$ cat src/hw/rtl/nked_pkg.sv
// Package for the nearest keyword edit distance unit.
// Holds the dictionary ROM, word lengths, widths and the saturating increment.
// No dependencies.
package nked_pkg;

  localparam int NUM_WORDS    = 9;
  localparam int MAX_WORD_LEN = 7;
  localparam int DEPTH        = MAX_WORD_LEN + 1;
  localparam int COL_W        = $clog2(DEPTH);
  localparam int ROM_IDX_W    = $clog2(MAX_WORD_LEN);
  localparam int WORD_IDX_W   = $clog2(NUM_WORDS);
  localparam int DIST_W       = 16;

  typedef logic [COL_W-1:0]      col_t;
  typedef logic [ROM_IDX_W-1:0]  rom_idx_t;
  typedef logic [WORD_IDX_W-1:0] word_idx_t;
  typedef logic [DIST_W-1:0]     dist_t;

  // One DP column across all words
  typedef logic [NUM_WORDS-1:0][DIST_W-1:0] row_t;

  typedef logic [7:0] name_rom_t [NUM_WORDS][MAX_WORD_LEN];

  localparam name_rom_t SLOT_NAME_ROM = '{
    '{"a", "c", "c", "e", "n", "t", 8'h00},
    '{"a", "l", "t", 8'h00, 8'h00, 8'h00, 8'h00},
    '{"s", "u", "c", "c", "e", "s", "s"},
    '{"w", "a", "r", "n", 8'h00, 8'h00, 8'h00},
    '{"e", "r", "r", "o", "r", 8'h00, 8'h00},
    '{"t", "e", "x", "t", 8'h00, 8'h00, 8'h00},
    '{"m", "u", "t", "e", "d", 8'h00, 8'h00},
    '{"b", "o", "r", "d", "e", "r", 8'h00},
    '{"s", "u", "r", "f", "a", "c", "e"}
  };

  // Length of each slot name, up to its first zero byte
  localparam col_t WORD_LEN [NUM_WORDS] = '{
    3'd6, 3'd3, 3'd7, 3'd4, 3'd5, 3'd4, 3'd5, 3'd6, 3'd7
  };

  // Reset value of the suggestion floor
  localparam logic [3:0] MIN_DIST_RESET = 4'd2;

  // Reciprocal of three for a 16-bit dividend: floor(x / 3) = (x * RECIP3) >> 17
  localparam logic [DIST_W-1:0] RECIP3       = 16'd43691;
  localparam int                RECIP3_SHIFT = 17;

  function automatic dist_t inc_sat(dist_t v);
    return (v == '1) ? v : v + 1'b1;
  endfunction

endpackage

$ cat src/hw/rtl/nearest_keyword_edit_distance_unit.sv
// Top level of the nearest keyword edit distance unit.
// Depends on nked_pkg for the dictionary ROM, widths and helpers.
//
// Usage: send the characters of a query name, one input word each, with
// last_i on the final word. An empty name is one word with has_char_i = 0
// and last_i = 1; a word with neither flag set is dropped. On the last word
// the unit returns one output word: the nearest dictionary slot (first slot
// wins a tie), its Levenshtein distance, an exact-match flag, whether the
// distance is within max(floor register, length / 3), and the name length.
// Both channels are valid/stall; a word moves on an edge with valid high and
// stall low. The floor register is written through cfg_we_i / cfg_wdata_i.
// A character word stalls the input while the unit computes the DP columns
// for it, one DP column per cycle through the column memory. A last word
// then stalls the input through the nearest-word scan and ST_FIN, which
// loads the output register once it is free. The output register holds a
// result while out_stall_i is high; a following name streams in meanwhile
// and waits only if its own result is ready before the old one leaves.
// Reset empties the output, sets the floor to 2 and marks every column of
// the DP memory as holding its column index; no clearing pass is needed.
module nearest_keyword_edit_distance_unit (
  input  logic        clk_i,
  input  logic        rst_ni,
  // configuration
  input  logic        cfg_we_i,
  input  logic [3:0]  cfg_wdata_i,
  // input channel
  input  logic        in_valid_i,
  output logic        in_stall_o,
  input  logic [7:0]  char_code_i,
  input  logic        has_char_i,
  input  logic        last_i,
  // output channel
  output logic        out_valid_o,
  input  logic        out_stall_i,
  output logic [3:0]  slot_index_o,
  output logic [15:0] best_distance_o,
  output logic        exact_match_o,
  output logic        suggestion_found_o,
  output logic [15:0] name_length_o
);

  import nked_pkg::*;

  typedef enum logic [1:0] {
    ST_IDLE,
    ST_COL,
    ST_SEARCH,
    ST_FIN
  } state_e;

  state_e    state_q;
  col_t      k_q;
  logic [7:0] char_q;
  logic      last_q;
  dist_t     first_q;
  dist_t     len_q;
  row_t      diag_q;
  row_t      ins_q;
  row_t      final_q;
  word_idx_t w_q;
  dist_t     best_q;
  word_idx_t best_w_q;
  logic [3:0] min_dist_q;
  logic [DIST_W-2:0] third_q;

  // Column memory and its read port
  row_t      mem_q [DEPTH];
  row_t      rd_q;
  logic      rdv_q;
  logic [DEPTH-1:0] col_valid_q;

  logic      in_acc;
  logic      out_free;
  logic      mem_we;
  logic      rows_clear;
  col_t      rd_addr;
  rom_idx_t  rom_idx;
  row_t      old_row;
  row_t      new_row;
  dist_t     sub_v [NUM_WORDS];
  dist_t     del_v [NUM_WORDS];
  dist_t     ins_v [NUM_WORDS];
  dist_t     limit;
  logic [2*DIST_W-1:0] prod;

  assign in_stall_o = (state_q != ST_IDLE);
  assign in_acc     = in_valid_i && !in_stall_o;
  assign out_free   = !out_valid_o || !out_stall_i;
  assign mem_we     = (state_q == ST_COL);
  assign rows_clear = (state_q == ST_FIN) && out_free;
  assign rd_addr    = (state_q == ST_COL) ? col_t'(k_q + 1'b1) : '0;
  assign rom_idx    = (k_q == '0) ? '0 : rom_idx_t'(k_q - 1'b1);

  // Compute one DP column for all words from the column just read
  always_comb begin
    for (int w = 0; w < NUM_WORDS; w++) begin
      old_row[w] = rdv_q ? rd_q[w] : dist_t'(k_q);
      sub_v[w]   = (SLOT_NAME_ROM[w][rom_idx] == char_q) ? diag_q[w] : inc_sat(diag_q[w]);
      del_v[w]   = inc_sat(old_row[w]);
      ins_v[w]   = inc_sat(ins_q[w]);
      if (k_q == '0) begin
        new_row[w] = first_q;
      end else begin
        new_row[w] = (del_v[w] < ins_v[w]) ? del_v[w] : ins_v[w];
        if (sub_v[w] < new_row[w]) begin
          new_row[w] = sub_v[w];
        end
      end
    end
  end

  // Suggestion threshold: max(floor, length / 3)
  assign prod  = len_q * RECIP3;
  assign limit = (dist_t'(third_q) < dist_t'(min_dist_q)) ? dist_t'(min_dist_q)
                                                         : dist_t'(third_q);

  // Hold the length divided by three
  always_ff @(posedge clk_i) begin
    third_q <= prod[RECIP3_SHIFT +: DIST_W-1];
  end

  // Write the column back and read the next one
  always_ff @(posedge clk_i) begin
    if (mem_we) begin
      mem_q[k_q] <= new_row;
    end
    rd_q <= mem_q[rd_addr];
  end

  // Track which columns hold written data; others read as column index
  always_ff @(posedge clk_i or negedge rst_ni) begin
    if (!rst_ni) begin
      col_valid_q <= '0;
      rdv_q       <= 1'b0;
    end else begin
      if (rows_clear) begin
        col_valid_q <= '0;
      end else if (mem_we) begin
        col_valid_q[k_q] <= 1'b1;
      end
      rdv_q <= col_valid_q[rd_addr];
    end
  end

  // Latch the suggestion floor
  always_ff @(posedge clk_i or negedge rst_ni) begin
    if (!rst_ni) begin
      min_dist_q <= MIN_DIST_RESET;
    end else if (cfg_we_i) begin
      min_dist_q <= cfg_wdata_i;
    end
  end

  // Sequencer and output register
  always_ff @(posedge clk_i or negedge rst_ni) begin
    if (!rst_ni) begin
      state_q            <= ST_IDLE;
      k_q                <= '0;
      char_q             <= '0;
      last_q             <= 1'b0;
      first_q            <= '0;
      len_q              <= '0;
      diag_q             <= '0;
      ins_q              <= '0;
      w_q                <= '0;
      best_q             <= '0;
      best_w_q           <= '0;
      for (int w = 0; w < NUM_WORDS; w++) begin
        final_q[w] <= dist_t'(WORD_LEN[w]);
      end
      out_valid_o        <= 1'b0;
      slot_index_o       <= '0;
      best_distance_o    <= '0;
      exact_match_o      <= 1'b0;
      suggestion_found_o <= 1'b0;
      name_length_o      <= '0;
    end else begin
      // drop the result once taken
      if (out_valid_o && !out_stall_i && !rows_clear) begin
        out_valid_o <= 1'b0;
      end
      unique case (state_q)
        ST_IDLE: begin
          if (in_acc) begin
            char_q  <= char_code_i;
            last_q  <= last_i;
            first_q <= inc_sat(len_q);
            if (has_char_i) begin
              k_q     <= '0;
              state_q <= ST_COL;
            end else if (last_i) begin
              w_q     <= '0;
              state_q <= ST_SEARCH;
            end
          end
        end
        ST_COL: begin
          diag_q <= old_row;
          ins_q  <= new_row;
          for (int w = 0; w < NUM_WORDS; w++) begin
            if (WORD_LEN[w] == k_q) begin
              final_q[w] <= new_row[w];
            end
          end
          if (k_q == col_t'(MAX_WORD_LEN)) begin
            len_q <= first_q;
            if (last_q) begin
              w_q     <= '0;
              state_q <= ST_SEARCH;
            end else begin
              state_q <= ST_IDLE;
            end
          end else begin
            k_q <= col_t'(k_q + 1'b1);
          end
        end
        ST_SEARCH: begin
          // scan one word per cycle, first word wins a tie
          if (w_q == '0 || final_q[w_q] < best_q) begin
            best_q   <= final_q[w_q];
            best_w_q <= w_q;
          end
          if (w_q == word_idx_t'(NUM_WORDS - 1)) begin
            state_q <= ST_FIN;
          end else begin
            w_q <= word_idx_t'(w_q + 1'b1);
          end
        end
        ST_FIN: begin
          if (out_free) begin
            out_valid_o        <= 1'b1;
            slot_index_o       <= 4'(best_w_q);
            best_distance_o    <= best_q;
            exact_match_o      <= (best_q == '0);
            suggestion_found_o <= (best_q <= limit);
            name_length_o      <= len_q;
            len_q              <= '0;
            for (int w = 0; w < NUM_WORDS; w++) begin
              final_q[w] <= dist_t'(WORD_LEN[w]);
            end
            state_q <= ST_IDLE;
          end
        end
        default: begin
          state_q <= ST_IDLE;
        end
      endcase
    end
  end

  // A new result appears only out of the final step
  a_out_from_fin: assert property (@(posedge clk_i) disable iff (!rst_ni)
    $rose(out_valid_o) |-> $past(state_q == ST_FIN))
    else $error("result appeared outside the final step");

  // Column write and next-column read never hit the same entry
  a_no_rw_clash: assert property (@(posedge clk_i) disable iff (!rst_ni)
    (state_q == ST_COL && k_q != col_t'(MAX_WORD_LEN)) |-> (rd_addr != k_q))
    else $error("column read and write collide");

  // Edit distance is bounded by the longer of the two strings
  a_dist_bound: assert property (@(posedge clk_i) disable iff (!rst_ni)
    out_valid_o |-> (best_distance_o <= name_length_o) ||
                    (best_distance_o <= 16'(MAX_WORD_LEN)))
    else $error("distance exceeds both string lengths");

  // An exact match needs a name no longer than a dictionary word
  a_exact_len: assert property (@(posedge clk_i) disable iff (!rst_ni)
    (out_valid_o && exact_match_o) |-> (name_length_o <= 16'(MAX_WORD_LEN)))
    else $error("exact match on an overlong name");

endmodule

$ cat config.mk
export PLATFORM = sky130hd
export DESIGN_NAME = nearest_keyword_edit_distance_unit
export DESIGN_NICKNAME = d
export VERILOG_FILES = /design/src/hw/rtl/nked_pkg.sv /design/src/hw/rtl/nearest_keyword_edit_distance_unit.sv
export SDC_FILE = /design/constraint.sdc
export NUM_CORES = 2
export LEC_CHECK = 0
export BUFFER_PORTS_ARGS = -buffer_cell sky130_fd_sc_hd__clkbuf_2
export CAP_MARGIN = 30
export CORE_MARGIN = 5
export CORE_UTILIZATION = 60
export DETAILED_ROUTE_END_ITERATION = 12
export PLACE_DENSITY = 0.85
export SLEW_MARGIN = 20
export SYNTH_ARGS = -nofsm -noshare
export SYNTH_HDL_FRONTEND = slang
export SYNTH_SLANG_ARGS = --single-unit
$ cat constraint.sdc
create_clock -name clk_i -period 13.47 [get_ports clk_i]
set_input_delay 0.6735 -clock clk_i [delete_from_list [all_inputs] [get_ports clk_i]]
set_output_delay 0.6735 -clock clk_i [all_outputs]
set_load 0.01 [all_outputs]
=== After elaboration in Yosys (flattened, before gate mapping) ===
Memory sizes are Yosys's and may differ from the RTL's. A register that Yosys moved wholly into a read port is not among the register bits.
Index checks and enable logic that the tools add are counted.

* Bits in registers: 569
* RAM bits: 1152
* Memory bits (read-only): 576
* Output and inout port bits: 40
* Word-level logic and storage cells: 351
* Memories kept: 10

* $add $sub $neg: 31
* $mul: 1
* $lt $le $gt $ge: 26
* Equal/unequal tests: 63
* Muxes and demuxes: 140
* Bitwise operators: 2
* Reductions and logical operators: 32

{| class="wikitable"
|+ Memory list
! memory !! words !! bits a word !! rd ports !! clocked after memory_dff !! wr ports !! line !! source
|-
| mem_q || 8 || 144 || 1 || 1 || 1 || nearest_keyword_edit_distance_unit.sv:67 || <nowiki>row_t mem_q [DEPTH];</nowiki>
|-
| (name not given) || 8 || 8 || 1 || 0 || 0 || nearest_keyword_edit_distance_unit.sv:98 || <nowiki>sub_v[w] = (SLOT_NAME_ROM[w][rom_idx] == char_q) ? diag_q[w] : inc_sat(diag_q[w]);</nowiki>
|-
| (name not given) || 8 || 8 || 1 || 0 || 0 || nearest_keyword_edit_distance_unit.sv:98 ||
|-
| (name not given) || 8 || 8 || 1 || 0 || 0 || nearest_keyword_edit_distance_unit.sv:98 ||
|-
| (name not given) || 8 || 8 || 1 || 0 || 0 || nearest_keyword_edit_distance_unit.sv:98 ||
|-
| (name not given) || 8 || 8 || 1 || 0 || 0 || nearest_keyword_edit_distance_unit.sv:98 ||
|-
| 4 more memories || n/a || n/a || n/a || n/a || n/a || n/a ||
|}

{| class="wikitable"
|+ Operator list
! kind !! number
|-
| $mux W16 || 85
|-
| $add A16 B1 Y16 const B || 28
|-
| $eq A16 B16 Y1 const B || 28
|-
| $lt A16 B16 Y1 || 19
|-
| $pmux W144 S2 || 1
|-
| $mux W8 || 20
|-
| $mux W144 || 1
|-
| $eq A8 B8 Y1 || 9
|-
| $bmux W16 S4 || 1
|-
| $mul A16 B16 Y32 const B || 1
|-
| $pmux W16 S2 || 1
|-
| $mux W4 || 6
|-
| $ne A2 B2 Y1 const B || 9
|-
| $reduce_and A3 Y1 || 6
|-
| $le A16 B15 Y1 || 1
|-
| $logic_not A16 Y1 || 1
|-
| $lt A15 B4 Y1 || 1
|-
| $mux W15 || 1
|-
| $mux W3 || 5
|-
| $mux W2 || 7
|-
| $eq A3 B3 Y1 const A || 4
|-
| $ne A2 B1 Y1 const B || 6
|-
| $pmux W4 S3 || 1
|-
| $lt A3 B4 Y1 const B || 2
|-
| other kinds (31) || 51
|}

=== Logic depth before layout (Yosys ltp) ===
* Depth after elaboration: 13
* Mapped depth: 41
* Mapped depth without buffers: 31

=== Worst setup path before layout ===
Ideal clock, no wire load.

* Path kind: reg-to-reg
* Start: register rdv_q
* End: memory mem_q[0][140] (netlist bit) (data pin)
* Data arrival time: 7.701 ns
* Required time: 13.259 ns
* Path slack: 5.558 ns
* Stages on the path, launching flop included: 38
* Period minus slack after synthesis: 7.912 ns
* Cell sequence: dfrtp_1 -> buf_6 -> buf_6 -> buf_4 -> buf_4 -> buf_4 -> buf_2 -> buf_2 -> buf_2 -> a21oi_1 -> inv_1 -> ha_1 -> and3_1 -> and4_1 -> buf_2 -> a21oi_1 -> and3_1 -> xnor2_1 -> (+2 left out) -> a21o_1 -> a21o_1 -> a2111o_1 -> o21a_1 -> nor2_1 -> buf_2 -> mux2i_1 -> ha_1 -> a21o_1 -> a21o_1 -> a21o_1 -> a21oi_1 -> inv_1 -> a2111oi_0 -> a41oi_2 -> clkbuf_1 -> a31oi_1 -> nor2b_1

{| class="wikitable"
|+ RTL lines
! what !! line !! source
|-
| start: declaration || nearest_keyword_edit_distance_unit.sv:69 || <nowiki>logic rdv_q;</nowiki>
|-
| start signal: assignment || nearest_keyword_edit_distance_unit.sv:141 || <nowiki>rdv_q <= col_valid_q[rd_addr];</nowiki>
|-
| end: declaration || nearest_keyword_edit_distance_unit.sv:67 ||
|}

==> results by group <==
Synth
  • FF+latch count, synth: approximately 1900
  • Synth top area share: 0.354
  • Syn Inst Count: 9283
  • Ys flop type: edfxtp_1
  • Most frequent cell after synthesis: nand2_1
  • Share of async-settable or async-resettable flops after synthesis: 0.297
  • Syn Std Cell Area: 97600 um2
  • EDFF count, synth: 1152
  • Yosys warnings: 0
  • Syn Area/Cell: 10.5 um2
  • Distinct cells, synth: around 110
  • Synth area leaders: edfxtp_1 35%, dfrtp_1 14%, ha_1 6.1%
  • XOR/XNOR share of the synthesized area: 0.0311
  • Adder-cell share of the synthesized area: 0.0781
  • Commonest cells post-synth: 1406 x nand2_1, 1152 x edfxtp_1, 787 x nand3_1, 535 x dfrtp_1, 477 x ha_1
  • Main combinational cell family by area after synthesis: simple AND/OR/NAND/NOR gates
  • Yosys top cell by area: edfxtp_1
  • Synth Area in Compound Gates: 0.129
  • Sequential fraction of the synthesis area: 0.529
  • Multiplexer share of the synthesized area: 0.0279
  • Post-Synth Simple-Gate Area: 0.167
  • Mapped Nets: around 10000

Final layout
  • Fraction of layout instances using a drive strength above 1: 0.0812
  • Area Overhead vs Synth: 9.25%
  • Fin nets: between 9000 and 10000
  • # fillers: approximately 12000

Timing
  • Worst-Margin Slew: roughly 1.2 ns
  • Max transition margin: 0.197
  • Fin crit share: 0.755
  • Clk_skew: 0.0380 ns
  • Finish-stage setup viols: 0
  • Maximum clock rate: a little under 100 MHz
  • Final count of pins violating max slew: 0
  • Worst setup margin: roughly 3.3 ns
  • Tmin final: a little over 10 ns
  • Final number of hold-violating endpoints: 0
  • TNS Setup: 0 ns
  • RSZ-0062 raised after global routing: no

Power and ir drop
  • Pwr dens: 268 nW/um2
  • Leak: approximately 43 nW
  • Pwr Total: 28.6 mW
  • Peak VDD IR: around 0.25 mV

Global routing
  • Antenna violations before repair: 27
  • GRT Overall Usage: 0.375
  • First-pass GRT wire length: 477000 um
  • Gr ovfl total: 0
  • Largest net degree at the start of global routing: 171
  • Vias in the first global route: about 74000

Routing
  • Post-route DRC violation count: 0
  • Starting DRT DRC Count: 10200
  • First-pass DRT Iterations: 8
  • Remaining antenna violation count: 0
  • Wire per inst: about 28 um
  • Via count: between 70000 and 80000
  • Via/cell ratio: 6.75
  • WL final: between 300000 and 400000 um

CTS
  • Hold_buf cts: 2
  • Clk Tree Root Cell: clkbuf_16
  • Clk_lat worst skew: between 0.8 and 0.9 ns
  • Clock transition at the registers of the reported paths: 0.06 ns
  • Post-CTS Resized: 0
  • H-tree Lvls: 4
  • CTS Buffer Depth: 3
  • Setup bufs post-CTS: 0
  • Clk sinks: roughly 1900
  • CTS tree: built
  • Cts bufs inserted: 187

Run
  • Max-cap check violation count: 0

Hold path
  • Hold Path Class: input pin to register

Setup path
  • CP max-delay cell: nor2_1
  • WP data required: ~14 ns
  • Critical Path Fanout Max: 40
  • Startpoint types: register
  • Slowest cell delay on critical path: 0.80 ns
  • CP Class: register to register
  • CP endpoint kind: register
  • CP Data Arrival Time: ~11 ns
  • CP most frequent cell: a21o_1

Die
  • Die area: 171000 um2
  • Core area: roughly 160000 um2
  • Die X: ~410 um
  • I/O pin count: 59
  • Die height: 413 um
  • Initial Util: 0.602
  • Num rows: roughly 150

Run status
  • Status: finished clean

Place
  • GPL Wtd Cong: 1.02
  • Port Buf Inserts: between 50 and 60
  • Post-Place Setup Slack: roughly 3.6 ns
  • DP HPWL: about 220000 um
[kinds of logic after synthesis]
group                      Yosys count
buffers and inverters              929
adders and majority gates          560
and+or+nand+nor                   3475
DFF                               1865
xor gates and xnor gates           347
muxes                              238
AOI/OAI and AO/OA                 1869
[path summary, 6_finish.rpt]
check,start,cells after the start,to,slack (ns)
hold / removal,cfg_wdata_i[1],3,min_dist_q[1],0.05
min in group asynchronous,rst_ni,2,diag_q[57],0.45
hold reg to reg,name_length_o[3],2,name_length_o[3],0.48
max in group asynchronous,rst_ni,6,diag_q[99],10.79
setup / recovery,rdv_q,28,mem_q[5][143],3.30
setup reg to reg,rdv_q,28,mem_q[5][143],3.30
[per-layer routing]
metal / share of wire / routed length, um / global-route usage
met1: 0.38 / 122000 / 0.493
met2: 0.44 / 142000 / 0.564
met3: 0.13 / 40800 / 0.112
met4: 0.061 / 19800 / 0.196
met5: 0.00040 / 131 / 0
[flip-flops by register name, indices dropped and copies added (netlist names), 4 cells and up]
register / cells
best_distance_o: 16
best_q: 16
best_w_q: 4
char_q: 8
col_valid_q: 8
diag_q: 144
final_q: 144
first_q: 16
ins_q: 144
len_q: 16
mem_q: 1152
min_dist_q: 4
name_length_o: 16
rd_q: 144
slot_index_o: 4
third_q: 15
w_q: 4
[placed cells by master (no fill, tap or decap), types with 58 or more instances in the layout]
| master | Yosys | final |
|---|---|---|
| o31ai_1 | 229 | 228 |
| mux2_2 | 87 | 87 |
| a21oi_1 | 304 | 303 |
| clkbuf_16 | 0 | 191 |
| nand4_1 | 157 | 157 |
| o21ai_1 | 77 | 78 |
| nand3_1 | 787 | 785 |
| a211oi_1 | 182 | 182 |
| a31oi_1 | 111 | 110 |
| o21ai_0 | 365 | 364 |
| xor2_1 | 154 | 154 |
| buf_4 | 7 | 127 |
| xnor2_1 | 193 | 193 |
| nor2_1 | 449 | 440 |
| mux2i_1 | 128 | 128 |
| dfxtp_1 | 159 | 159 |
| dfrtp_1 | 535 | 532 |
| inv_1 | 406 | 404 |
| fa_1 | 82 | 82 |
| ha_1 | 477 | 475 |
| a21o_1 | 104 | 104 |
| and3_1 | 241 | 233 |
| nand2b_1 | 66 | 65 |
| clkbuf_2 | 1 | 58 |
| nor3_1 | 95 | 95 |
| edfxtp_1 | 1152 | 1152 |
| nand2_1 | 1406 | 1401 |
| a221oi_1 | 153 | 153 |
[worst max-delay path, delay by kind of cell (launching register included)]
kind	cells	cell delay, ns
fa+ha+maj	3	0.94
mux	2	0.96
flops	1	0.70
xor+xnor	1	0.12
compound gates	12	3.99
buf+inv	5	1.50
simple gates	5	1.63
[per-stage QoR]
step	std cells	instance area, um2	hold WS (ns)	util
after floorplan	9283	97600	0.378	-
after global placement	11100	99800	0.460	0.615
after detailed placement	11100	99900	0.469	0.616
after CTS	11500	106000	0.00134	0.655
after global routing	11500	107000	0.0480	0.657
final	11500	107000	0.0459	0.657
[power by group]
group | total [mW] | leakage [nW] | internal, mW | switching (mW)
registers | 9.31 | 19.3 | 8.13 | 1.18
logic | 14.0 | 20.9 | 4.23 | 9.79
clock network | 5.29 | 3.05 | 3.02 | 2.27
total | 28.6 | 43.3 | 15.4 | 13.2
[area by class of cell]
class | instances | area (um2) | area share
clock inverters | 84 | 926 | 0.00868
flip-flops and latches | 1865 | 51700 | 0.485
clock buffers | 271 | 5330 | 0.0500
repair buffers | 221 | 1880 | 0.0177
well taps | 2175 | 2720 | 0.0255
inverters | 410 | 1550 | 0.0146
diodes | 11 | 27.5 | 0.000258
multi-input cells | 6489 | 42500 | 0.399
No activity file was read; power rests on OpenSTA's default activity.
